$ cat config.mk
export PLATFORM = sky130hd
export DESIGN_NAME = ldrt_table
export DESIGN_NICKNAME = d
export VERILOG_FILES = /design/src/longest_distinct_run_tracker_defines.svh /design/src/ldrt_pkg.sv /design/src/ldrt_table.sv
export SDC_FILE = /design/constraint.sdc
export NUM_CORES = 2
export LEC_CHECK = 0
export BUFFER_PORTS_ARGS = -buffer_cell sky130_fd_sc_hd__buf_2
export CORE_ASPECT_RATIO = 0.75
export CORE_MARGIN = 2
export CORE_UTILIZATION = 30
export CTS_CLUSTER_SIZE = 8
export DETAILED_ROUTE_END_ITERATION = 10
export PLACE_DENSITY_LB_ADDON = 0.2
export RECOVER_POWER = 50
export SLEW_MARGIN = 20
export SYNTH_ARGS = -nofsm -noshare
export SYNTH_HDL_FRONTEND = slang
export SYNTH_SLANG_ARGS = --single-unit
export TNS_END_PERCENT = 20
$ cat constraint.sdc
create_clock -name clock -period 6.05 [get_ports clock]
set_clock_uncertainty 0.05 [all_clocks]
set_input_delay 1.5125 -clock clock [delete_from_list [all_inputs] [get_ports clock]]
set_output_delay 1.5125 -clock clock [all_outputs]
set_load 0.1 [all_outputs]
$ cat src/longest_distinct_run_tracker_defines.svh
// Assertion helpers for the distinct-run tracker.
// Both forms are checked on the rising clock edge and switched off while reset is high.
`ifndef LONGEST_DISTINCT_RUN_TRACKER_DEFINES_SVH
`define LONGEST_DISTINCT_RUN_TRACKER_DEFINES_SVH

`ifndef SYNTHESIS
// Same-cycle implication.
`define LDRT_ASSERT_NOW(label, clk, rst, ante, cons, msg) \
   label: assert property (@(posedge clk) disable iff (rst) (ante) |-> (cons)) \
      else $error(msg);
// Next-cycle implication.
`define LDRT_ASSERT_NEXT(label, clk, rst, ante, cons, msg) \
   label: assert property (@(posedge clk) disable iff (rst) (ante) |=> (cons)) \
      else $error(msg);
`else
`define LDRT_ASSERT_NOW(label, clk, rst, ante, cons, msg)
`define LDRT_ASSERT_NEXT(label, clk, rst, ante, cons, msg)
`endif

`endif

$ cat src/ldrt_pkg.sv
`timescale 1ns / 1ps

package ldrt_pkg;

   localparam int unsigned BYTE_W = 8;
   localparam int unsigned LEN_W  = 17;

   localparam longint unsigned MAX_LEN_DEF  = 64'd65536;
   localparam int unsigned     ALPHABET_DEF = 256;

   // table controls for one cycle
   typedef struct packed {
      logic rd_en;   // lookup for the byte being taken in
      logic wr_en;   // record position of the byte leaving the compute stage
      logic clr;     // end of string: forget every byte
   } tbl_ctl_type;

endpackage

$ cat src/ldrt_table.sv
`timescale 1ns / 1ps

module ldrt_table #(
   parameter longint unsigned MAX_LEN  = ldrt_pkg::MAX_LEN_DEF,
   parameter int unsigned     ALPHABET = ldrt_pkg::ALPHABET_DEF,
   localparam int unsigned    SYM_W    = $clog2(ALPHABET),
   localparam int unsigned    IDX_W    = $clog2(MAX_LEN)
) (
   input  logic                    clock,
   input  logic                    reset,
   input  ldrt_pkg::tbl_ctl_type   ctl,
   input  logic [SYM_W-1:0]        rd_sym,
   input  logic [SYM_W-1:0]        look_sym,
   input  logic [SYM_W-1:0]        wr_sym,
   input  logic [IDX_W-1:0]        wr_pos,
   output logic                    seen,
   output logic [IDX_W-1:0]        last_pos
);
   import ldrt_pkg::*;

   logic [IDX_W-1:0]    mem [ALPHABET];
   logic [IDX_W-1:0]    rd_data_ff;
   logic [ALPHABET-1:0] valid_ff;
   logic [ALPHABET-1:0] valid_in;
   logic                fwd_valid_ff;
   logic [SYM_W-1:0]    fwd_sym_ff;
   logic [IDX_W-1:0]    fwd_pos_ff;

   always_ff @(posedge clock) begin
      if (ctl.wr_en) begin
         mem[wr_sym] <= wr_pos;
      end
   end

   // old contents on a same-edge write; the forward register covers that
   always_ff @(posedge clock) begin
      if (ctl.rd_en) begin
         rd_data_ff <= mem[rd_sym];
      end
   end

   always_comb begin
      valid_in = valid_ff;
      if (ctl.wr_en) begin
         valid_in[wr_sym] = 1'b1;
      end
      if (ctl.clr) begin
         valid_in = '0;
      end
   end

   always_ff @(posedge clock) begin
      if (reset) begin
         valid_ff     <= '0;
         fwd_valid_ff <= 1'b0;
      end else begin
         valid_ff <= valid_in;
         if (ctl.wr_en) begin
            fwd_valid_ff <= 1'b1;
         end
      end
   end

   always_ff @(posedge clock) begin
      if (ctl.wr_en) begin
         fwd_sym_ff <= wr_sym;
         fwd_pos_ff <= wr_pos;
      end
   end

   assign seen     = valid_ff[look_sym];
   assign last_pos = (fwd_valid_ff && (fwd_sym_ff == look_sym)) ? fwd_pos_ff : rd_data_ff;

endmodule

## Yosys cells after proc, flatten, opt, wreduce, memory -nomap -nowiden

Memory sizes are Yosys's and may differ from the RTL's. A register that Yosys moved wholly into a read port is not among the register bits.
Cells that the tools add are included.

- Order comparisons: 3
- Eq/ne operators: 1
- Mux-type cells: 7
- Bitwise logic cells: 1
- Reduce and logical (&&, ||, !) cells: 3

Operator list:

| operator | number |
|---|---|
| $or 256x256->256 | 1 |
| $lt 8x9->1 const B | 2 |
| $mux 16 | 1 |
| $bmux 1 s8 | 1 |
| $demux 1 s8 | 1 |
| $eq 8x8->1 | 1 |
| $ge 8x1->1 const B | 1 |
| $mux 1 | 4 |
| $logic_and 1x1->1 | 2 |
| $reduce_or 2->1 | 1 |

- Register bits: 281
- Memory bits (writable): 4096
- Input port bits: 45
- Output and inout port bits: 17
- Logic and storage cells: 20
- Memories: 1

Memories:

| name | words | bits a word | read ports | clocked after Yosys merged registers in | wr ports | RTL line | RTL |
|---|---|---|---|---|---|---|---|
| mem | 256 | 16 | 1 | 1 | 1 | ldrt_table.sv:21 | `logic [IDX_W-1:0] mem [ALPHABET];` |

## Logic depth before layout (Yosys ltp)

- Depth after elaboration: 5
- Depth in mapped cells: 13
- Gate-level depth less buffers: 7

## Worst setup path after synthesis

No wires, ideal clock.

- Path type: input to output
- Start point: input look_sym[0]
- End point: output last_pos[10]
- Arrival time: 4033 ps
- Data required time: 4487 ps
- Setup slack: 454 ps
- Stages on the path: 8
- Buffers on the path: 4
- Path through: clkbuf_1 > buf_2 > buf_2 > xnor2_1 > nand3_1 > nor4_2 > buf_2 > mux2_1

- Cells in the longest elaborated chain, start to end: 3

Ends and longest elaborated chain:

| element | RTL line | RTL |
|---|---|---|
| start: declaration | ldrt_table.sv:13 | `input logic [SYM_W-1:0] look_sym,` |
| $eq 8x8->1 | ldrt_table.sv:72 | `assign last_pos = (fwd_valid_ff && (fwd_sym_ff == look_sym)) ? fwd_pos_ff : rd_data_ff;` |
| $logic_and 1x1->1 | ldrt_table.sv:72 |  |
| $mux 16 | ldrt_table.sv:72 |  |
| end: declaration | ldrt_table.sv:17 | `output logic [IDX_W-1:0] last_pos` |

Every way passes these cells.

## Final worst setup path

- Start point: input look_sym[0]
- End point: output seen

- Cells in the longest elaborated chain, start to end: 2

Ends and longest elaborated chain:

| element | RTL line | RTL |
|---|---|---|
| $bmux 1 s8 | ldrt_table.sv:71 | `assign seen = valid_ff[look_sym];` |
| $mux 1 (implied by the code) | ldrt_table.sv:71 |  |
| end: declaration | ldrt_table.sv:16 | `output logic seen,` |

Every way passes these cells. The select of a mux whose other input is x is not followed.

==> flow_summary.ini <==
[synthesis]
synth_area_leaders = edfxtp_1 73%, mux4_2 12%, mux2i_1 3.7%, dfxtp_1 3.0%, nor2_1 1.8%
synthXorXnorAreaFrac = 0.000413
synth_edf_count = 4136
synth_top_family_by_area = multiplexers
avgSynthCellArea_um2 = 20.2
synth_nets = 8443
synthCells = 8398
synth_mux_area_frac = 0.154
synth-seq-area-share = 0.763
ys.flop_type = edfxtp_1
yosysTopAreaCell = edfxtp_1
synth_seq_cells = 4393
async_flop_share = 0
yosysWarnings = 0
synth_simple_gate_area_share = 0.0285
syn-cell-area_um2 = 169000
synth_top_cell_area_share = 0.733
yosysUniqueCellTypes = 66
synth-adder-area-share = 0
synth_compound_area_frac = 0.0343

[min_path]
hold_depth = 2
hp-start = valid_ff[117]$_SDFFE_PP0P_
min_path_type = register to register
hold-path-endpoint = valid_ff[117]$_SDFFE_PP0P_

[setup_path]
rr_worst_depth = 6
worst-setup-path-type = input pin to output pin
end_kind = output pin
crit_fanout = 26
worstPathRequired_ps = 4490
reg2reg_from = mem[139][7]$_DFFE_PP_
worstSetupStartpointType = input pin
crit-reg2reg-capture = rd_data_ff[7]$_DFFE_PP_
rrSetupSlack_ps = 3010
cp_data_arrival_time_ps = 4400

[clock_network]
clkSlewWorstSetupHoldPaths_ps = 50
cts_setup_buffers = 0
cts_tree = done
clock_sinks = 4393
cts_root_buf = clkbuf_16
clk_latency_ps = 1080
ctsResizeCount = 0
cts-buffers-inserted = 621
clockBufferDepth = 4
holdBufCountCts = 0
h-tree-depth = 6

[floorplanning]
rows = 239
dieHeight_um = 655
die_w_um = 872
ios = 62
initial_utilization = 0.301
die_area_um2 = 571000
core-area_um2 = 564000

[power]
leakagePower_nw = 62.4
power.density_nw_per_um2 = 343
vdd_ir_drop_max_v = 0.000300

[global_route]
grt.overflow.total = 0
grt_usage = 0.184
antenna_found_initial = 59
grt_pass1_wl_mm = 739
grt_max_degree = 187
grt_pass1_vias = 88900

[detailed_routing]
vias = 89100
drt_iter0_markers = 11200
wl_per_cell_um = 32.2
viasPerCell = 5.31
drcViolationCount = 0
dr.pass1.iters = 6
drt-total-wl_mm = 540
ant_nets = 0

[sta]
rsz0062_at_grt = false
maxSlewHeadroom = -2.55
slew_viol_final = 3087
fmax_ghz = 0.168
fin_crit_ps = 5960
fin_tns_setup_ps = 0
post-route-period-util = 0.985
worst_pin_slew_ps = 5320
hold_violations = 0
setup_violations = 0

[run_status]
violations = capacitance limit, slew limit
outcome = finished with violations

[cells_and_area]
utilization = 0.352
layout-drive-gt1-share = 0.255
nNetsFinal = 9159
area_growth_pct = 17.0
layout_commonest_cell = edfxtp_1
mostFrequentLayoutCells = 4136 x edfxtp_1, 870 x mux4_2, 634 x clkbuf_16, 630 x mux2i_1, 611 x nor2_1

[flow_run]
maxCapViolations = 52

[placement]
dpl.hpwl_mm = 334
routabilityCongestion = 0.880
place.port_buffers = 61
==> per-layer routing <==
layer  up-vias  GRT usage  share of wire
li1      36000          -              -
met1     48400      0.275           0.46
met2      3862      0.272           0.43
met3       742     0.0348          0.078
met4         8     0.0528          0.031
met5         -          0       0.000085
==> logic make-up after synthesis <==
logic type,Yosys count
buffers and inverters,509
xor gates and xnor gates,8
DFF,4393
AOI/OAI and AO/OA,811
muxes,1522
and+or+nand+nor,1155
==> worst max-delay path, cell delays in order <==
cell	delay, ps
buf_6	310
buf_4	300
mux4_2	530
a22o_1	270
nor4_1	470
a31oi_1	100
nand3b_1	120
nand4_1	130
o21a_1	300
buf_12	250
==> flip-flops by register name, indices dropped and copies added, names as in the netlist <==
name          cells
fwd_valid_ff      1
fwd_sym_ff        8
rd_data_ff       16
valid_ff        256
fwd_pos_ff       16
mem            4096
==> cell usage after synthesis, drive strengths merged, types with 34 or more instances <==
| library cell | instances |
|---|---|
| edfxtp | 4136 |
| mux4 | 870 |
| nor2 | 810 |
| mux2i | 630 |
| buf | 293 |
| dfxtp | 257 |
| o221ai | 217 |
| clkbuf | 211 |
| o22ai | 147 |
| a21oi | 137 |
| nand2 | 97 |
| nor3 | 84 |
| o21ai | 78 |
| a22oi | 70 |
| nand3 | 47 |
| nor4 | 34 |
==> final cells by class <==
class	instances	area, µm²
Fill cell	52300	366000
Sequential cell	4393	129000
Multi-Input combinational cell	3496	37800
Clock buffer	708	16200
Tap cell	7471	9350
Timing Repair Buffer	597	4920
Clock inverter	47	683
Antenna cell	46	115
Inverter	5	36.3
==> report_power, final <==
part,internal [mW],switching [mW],leakage [nW]
sequential,33.4,0.0646,39.3
combinational,1.07,2.34,14.9
clock,18.6,12.6,8.21
total,53.1,15.0,62.4
==> stage by stage <==
stage | total power, mW | cell area, µm² | cells | setup slack, ps | hold WS [ps]
after floorplan | 35.8 | 169000 | 8398 | 454 | 385
after global placement | 37.4 | 182000 | 16000 | -232 | 394
after detailed placement | 37.5 | 182000 | 16000 | 112 | 405
after CTS | 68.7 | 199000 | 16700 | 103 | 418
after global routing | 70.0 | 198000 | 16700 | 27.6 | 437
final | 68.1 | 198000 | 16800 | 88.8 | 416
==> worst max-delay path by stage <==
stage / depth (start not counted) / end / from
after detailed placement: 10 / seen / look_sym[0]
after CTS: 10 / seen / look_sym[0]
after floorplan: 8 / last_pos[10] / look_sym[0]
final: 10 / seen / look_sym[0]
after global placement: 10 / rd_data_ff[9]$_DFFE_PP_ / rd_sym[1]
after global routing: 10 / seen / look_sym[0]
(Power assumes the default switching activity.)
